### src/rtl/blfb_pkg.sv
package blfb_pkg;

  localparam int unsigned SCREEN_WIDTH_DEF  = 84;
  localparam int unsigned SCREEN_HEIGHT_DEF = 48;
  localparam int unsigned BAND_ROWS         = 8;

  localparam int unsigned OP_W    = 2;
  localparam int unsigned COORD_W = 8;
  localparam int unsigned IDX_W   = 9;
  localparam int unsigned BYTE_W  = 8;
  localparam int unsigned CNT_W   = 9;
  // Bresenham decision term, signed
  localparam int unsigned DEC_W   = 12;
  // wide enough for any store address at the largest screen
  localparam int unsigned WADDR_W = 16;

  typedef enum logic [OP_W-1:0] {
    OP_DRAW  = 2'd0,
    OP_READ  = 2'd1,
    OP_CLEAR = 2'd2
  } op_e;

  // controller -> datapath
  typedef struct packed {
    logic load;      // capture the accepted command
    logic setup;     // initialize the line walker
    logic step;      // advance the walker by one pixel
    logic pix_wr;    // write back the ORed pixel byte and count it
    logic clr_wr;    // write zero at the clear pointer
    logic rd_sel;    // read port addressed by the read index
    logic rd_cap;    // capture read data as the result byte
    logic rsp_push;  // move the result into the output register
  } blfb_cmd_t;

  // datapath -> controller
  typedef struct packed {
    logic [OP_W-1:0] opcode;
    logic            in_bounds;
    logic            last_step;
    logic            clr_last;
    logic            idx_ok;
    logic            rsp_free;
  } blfb_sts_t;

endpackage

### src/rtl/blfb_ctrl.sv
module blfb_ctrl
  import blfb_pkg::*;
(
  input  logic      clk_i,
  input  logic      rst_ni,
  input  logic      in_valid_i,
  output logic      in_ready_o,
  input  blfb_sts_t sts_i,
  output blfb_cmd_t cmd_o
);

  typedef enum logic [3:0] {
    ST_INIT,
    ST_IDLE,
    ST_DECODE,
    ST_PIX_RD,
    ST_PIX_WR,
    ST_RD_CAP,
    ST_CLEAR,
    ST_RESP
  } state_e;

  state_e state_q, state_d;

  always_comb begin
    state_d    = state_q;
    cmd_o      = '0;
    in_ready_o = 1'b0;
    case (state_q)
      ST_INIT: begin
        cmd_o.clr_wr = 1'b1;
        if (sts_i.clr_last) begin
          state_d = ST_IDLE;
        end
      end
      ST_IDLE: begin
        in_ready_o = 1'b1;
        if (in_valid_i) begin
          cmd_o.load = 1'b1;
          state_d    = ST_DECODE;
        end
      end
      ST_DECODE: begin
        case (sts_i.opcode)
          OP_DRAW: begin
            cmd_o.setup = 1'b1;
            state_d     = ST_PIX_RD;
          end
          OP_READ: begin
            cmd_o.rd_sel = 1'b1;
            state_d      = sts_i.idx_ok ? ST_RD_CAP : ST_RESP;
          end
          OP_CLEAR: state_d = ST_CLEAR;
          default:  state_d = ST_RESP;
        endcase
      end
      ST_PIX_RD: begin
        // off-screen pixels are walked over without a memory access
        if (sts_i.in_bounds) begin
          state_d = ST_PIX_WR;
        end else begin
          cmd_o.step = 1'b1;
          if (sts_i.last_step) begin
            state_d = ST_RESP;
          end
        end
      end
      ST_PIX_WR: begin
        cmd_o.pix_wr = 1'b1;
        cmd_o.step   = 1'b1;
        state_d      = sts_i.last_step ? ST_RESP : ST_PIX_RD;
      end
      ST_RD_CAP: begin
        cmd_o.rd_cap = 1'b1;
        state_d      = ST_RESP;
      end
      ST_CLEAR: begin
        cmd_o.clr_wr = 1'b1;
        if (sts_i.clr_last) begin
          state_d = ST_RESP;
        end
      end
      ST_RESP: begin
        if (sts_i.rsp_free) begin
          cmd_o.rsp_push = 1'b1;
          state_d        = ST_IDLE;
        end
      end
      default: state_d = ST_IDLE;
    endcase
  end

  always_ff @(posedge clk_i or negedge rst_ni) begin
    if (!rst_ni) begin
      state_q <= ST_INIT;
    end else begin
      state_q <= state_d;
    end
  end

endmodule

### config.mk
export PLATFORM = sky130hd
export DESIGN_NAME = blfb_ctrl
export DESIGN_NICKNAME = d
export VERILOG_FILES = /design/src/rtl/blfb_pkg.sv /design/src/rtl/blfb_ctrl.sv
export SDC_FILE = /design/constraint.sdc
export NUM_CORES = 1
export LEC_CHECK = 0
export BUFFER_PORTS_ARGS = -buffer_cell sky130_fd_sc_hd__buf_2
export CAP_MARGIN = 40
export CORE_AREA = 10 10 47 49
export DETAILED_ROUTE_END_ITERATION = 12
export DIE_AREA = 0 0 57 59
export PLACE_DENSITY = 0.59
export SETUP_SLACK_MARGIN = 0.02
export SYNTH_ARGS = -nofsm -noshare
export SYNTH_HDL_FRONTEND = slang
export SYNTH_SLANG_ARGS = --single-unit
### constraint.sdc
create_clock -name clk_i -period 2.12 [get_ports clk_i]
set_input_delay 0.212 -clock clk_i [delete_from_list [all_inputs] [get_ports clk_i]]
set_output_delay 0.212 -clock clk_i [all_outputs]
set_load 0.02 [all_outputs]
# Word-level counts from Yosys, hierarchy flattened
# Index checks and enable logic that the tools add are counted.
[op_classes] n_mux=24 n_eq_ne=14 n_reduce_logical=4
[ops] op="case mux 4 bit (8 select lines)" n=1
[ops] op="two-way mux 4 bit" n=6
[ops] op="== test 4 x 3 -> 1 bit (second input constant)" n=4
[ops] op="two-way mux 1 bit" n=13
[ops] op="case mux 3 bit (3 select lines)" n=1
[ops] op="== test 4 x 2 -> 1 bit (second input constant)" n=2
[ops] op="!= test 2 bit (second input constant)" n=4
[ops] op="AND reduction 5 bit" n=1
[ops] op="== test 4 x 1 -> 1 bit (second input constant)" n=1
[ops] op="logical NOT 4 bit" n=1
[ops] op="two-way mux 3 bit" n=1
[ops] op="!= test 3 bit (second input constant)" n=1
[ops] op="== test 2 x 1 -> 1 bit (second input constant)" n=1
[ops] op="== test 2 bit (second input constant)" n=1
[ops] op="logical NOT 2 bit" n=1
[ops] op="two-way mux 2 bit" n=1
[ops] op="case mux 1 bit (2 select lines)" n=1
[ops] op="OR reduction 2 bit" n=1
[totals] wordCells=43 inputBits=10 reg_bits=4 out_inout_bits=9

# Logic depth before layout (Yosys ltp)
[logic_depth] ltp_word=3 ltp_mapped=4 depth_no_buf=3

# Worst setup path after synthesis
# No wires, ideal clock.
[synth_timing] path_kind="register to register" start="register state_q[1]" end="register state_q[0]" period_less_slack_ps=1447 arrival_time_ps=1303 t_required_ps=1976 setup_time_ps=144 stages_incl_launch_ff=5 path_slack_ps=673 path_cell_list="dfrtp_1 -> buf_6 -> or2_1 -> a21oi_1 -> a22oi_2"
[synth_via] elab_chain_cells=3 elab_cells_between_ends=15
[synth_rtl] element="start, declared" line_no="blfb_ctrl.sv:23" source="state_e state_q, state_d;"
[synth_rtl] element="start signal, assigned" line_no="blfb_ctrl.sv:97" source="state_q <= state_d;"
[synth_rtl] element="== test 4 x 2 -> 1 bit, or another cell as far along" line_no="blfb_ctrl.sv:29" source="case (state_q)"
[synth_rtl] element="!= test 3 bit (no source line) / != test 2 bit (equally long branches)"
[synth_rtl] element="AND reduction 5 bit (no source line)"
# Parallel ways exist; a longest one is shown, timed or not.
# A chain may end at the register's enable or synchronous reset.

==> metrics <==
status=finished, final reports clean; initial DRC count=7; Synth Instances=45; Initial Util=26.3%; most common cell after layout, fill and taps aside=buf_2; latest clock arrival within the worst-skew pair=0.24 ns; DP HPWL=791 um; via/cell ratio=5.05; antenna violations before repair=0; R2R Setup Slk=0.69 ns; syn_nets=55; ant diodes=0; share of total power in the clock network=14.7%; Top Registers=state_q: 3 flops; first-pass detailed-route iteration total=4; GRT overflow=0; Synth cell types=29; post-route setup TNS=0 ns; total wire length=1.04 mm; # resized after CTS=0; Worst-Margin Slew=0.477 ns; WS Path Type=flop to output port; Crit path buffers/inverters=1; Top FF cell, synth=dfrtp_1; crit-path cells=or2_1 > a21oi_1 > buf_2; Max Slew Vio Count=0; Post-Syn Area=368 um^2; final hold viol count=0; Tmin final=1.70 ns; Clock Tree Root=clkbuf_4; Die Area=3360 um^2; hold endpoint=state_q[0]; most frequent cells in the layout=buf_2, nand2_1, nor2_1; family with the most delay on the worst path=flip-flops; Die Span X=57 um; largest buffer count on any clock path=2; hold_sp=sts_i[2]; Die H=59 um; PortBufs=18; Reg power frac=27.3%; area delta synth->final=32.3%; H-Tree Depth=1; RSZ-0062 raised after global routing=no; CTS tree=yes; Biggest register=state_q; CTS buffer count=3; Final ANT Viol Nets=0; Mapped Avg Cell Area=8.17 um^2; # IOs=19; Worst IR Drop VDD=0.356 mV; drt wl/cell=12.8 um; CP startpoint kind=flop; Sw Ratio=50.2%; Switching Power=346 uW; Worst R2R End=state_q[0]; nets=76; largest net degree at the start of global routing=19; final worst-path cycle share=80.1%; Slew headroom=68.2%; share of layout cells above drive strength 1=41.5%; data required time of the worst path=1.91 ns; R2R cell count=3; routability cong.=0.837; Worst Hold Class=primary input to flop; Layout Utilization=34.7%; register area share after synthesis=20.4%; ys async rst share=100%; core area=1400 um^2; first-pass GRT wire length=1.76 mm; Pwr Density=1420 nW/um^2; Crit. End Element=output port; MaxCap Viol Count=0; largest stage delay on the critical path=0.53 ns; DRC=0; clock-pin slew on the worst setup and hold paths=0.04 ns; Global Route Usage Sum=6.14%; Worst path slowest cell=dfrtp_1; Int Pwr=344 uW; vias in the first global route=402; count of warnings emitted by yosys=0; CP arrival=1.49 ns; max FFs per register=3; Leakage=0.000240 uW; final setup violation count=0; Sink Count=3; Max Clock Skew=0.00412 ns; Worst R2R Start=state_q[0]; Yosys reg bits=3; Post-synth EDFFs=0; largest fanout on the critical path=17; part of the power in combinational logic=58.0%; FP Rows=14; FILL cells=167; routed vias=409; FMAX=589 MHz; hold path cells=3
==> final cells by class <==
cell class	count	area [um^2]	area share, %
clock buffers	4	26.3	5.40
inverters	2	7.51	1.54
flip-flops and latches	3	75.1	15.4
multi-input cells	37	258	53.0
well taps	16	20.0	4.11
repair buffers	19	100	20.6
==> through the flow <==
stage	total power, uW	hold WS (ns)	setup WS, ns	cell area, um^2	std cells
3_5_place_dp	591	0.00739	0.657	450	76
4_1_cts	701	0.278	0.417	487	81
3_3_place_gp	588	0.00671	0.682	450	76
5_1_grt	758	0.296	0.311	487	81
6_report	690	0.282	0.423	487	81
2_1_floorplan	521	-0.0836	0.673	368	45
==> Yosys cell counts (all sizes together) (2+ instances only) <==
cell type / n / area share, %
a211oi: 3 / 6.1
a21oi: 2 / 2.7
and3: 3 / 5.4
buf: 3 / 7.5
dfrtp: 3 / 20
inv: 2 / 2.0
nand2: 5 / 5.1
nor2: 4 / 4.1
o21ai: 3 / 4.1
==> kinds of logic (layout without fill, tap and decap cells) <==
logic type / count (synthesis) / in the layout / synth area share (%)
buffers and inverters: 5 / 25 / 9.52
AOI/OAI and AO/OA: 16 / 16 / 36.1
and+or+nand+nor: 21 / 21 / 34.0
DFF: 3 / 3 / 20.4
==> power by group through the flow <==
stage,clock (uW),sequential (uW),combinational (uW)
6_report,102,188,400
5_1_grt,110,207,441
4_1_cts,106,188,408
3_5_place_dp,0,190,402
3_3_place_gp,0,186,402
2_1_floorplan,0,120,401
==> worst register-to-register path, stage by stage, from the launching register on <==
cell and delay [ns]:
dfrtp_1 0.54, or4b_1 0.61, o211ai_2 0.09, a22oi_2 0.07
==> per-layer routing <==
layer	routed length [um]	global-route usage (%)
met2	495	9.46
met4	11	3.02
met1	446	7.48
met3	83	1.93
met5	0	0
==> repair_timing <==
item / in CTS / in global routing
hold endpoints to repair: 3 / 0
setup buffers: 0 / 0
hold buffers: 1 / 0
==> worst max path at each step <==
stage	slack (ns)	startpoint	endpoint	cells past startpoint
after floorplan	0.67	state_q[1]	state_q[0]	4
after global placement	0.68	state_q[0]	state_q[0]	3
after detailed placement	0.66	state_q[2]	cmd_o[3]	3
after CTS	0.42	state_q[2]	cmd_o[3]	3
after global routing	0.31	state_q[2]	cmd_o[3]	3
final	0.42	state_q[2]	cmd_o[3]	3
Power figures use the tool's default switching activity.
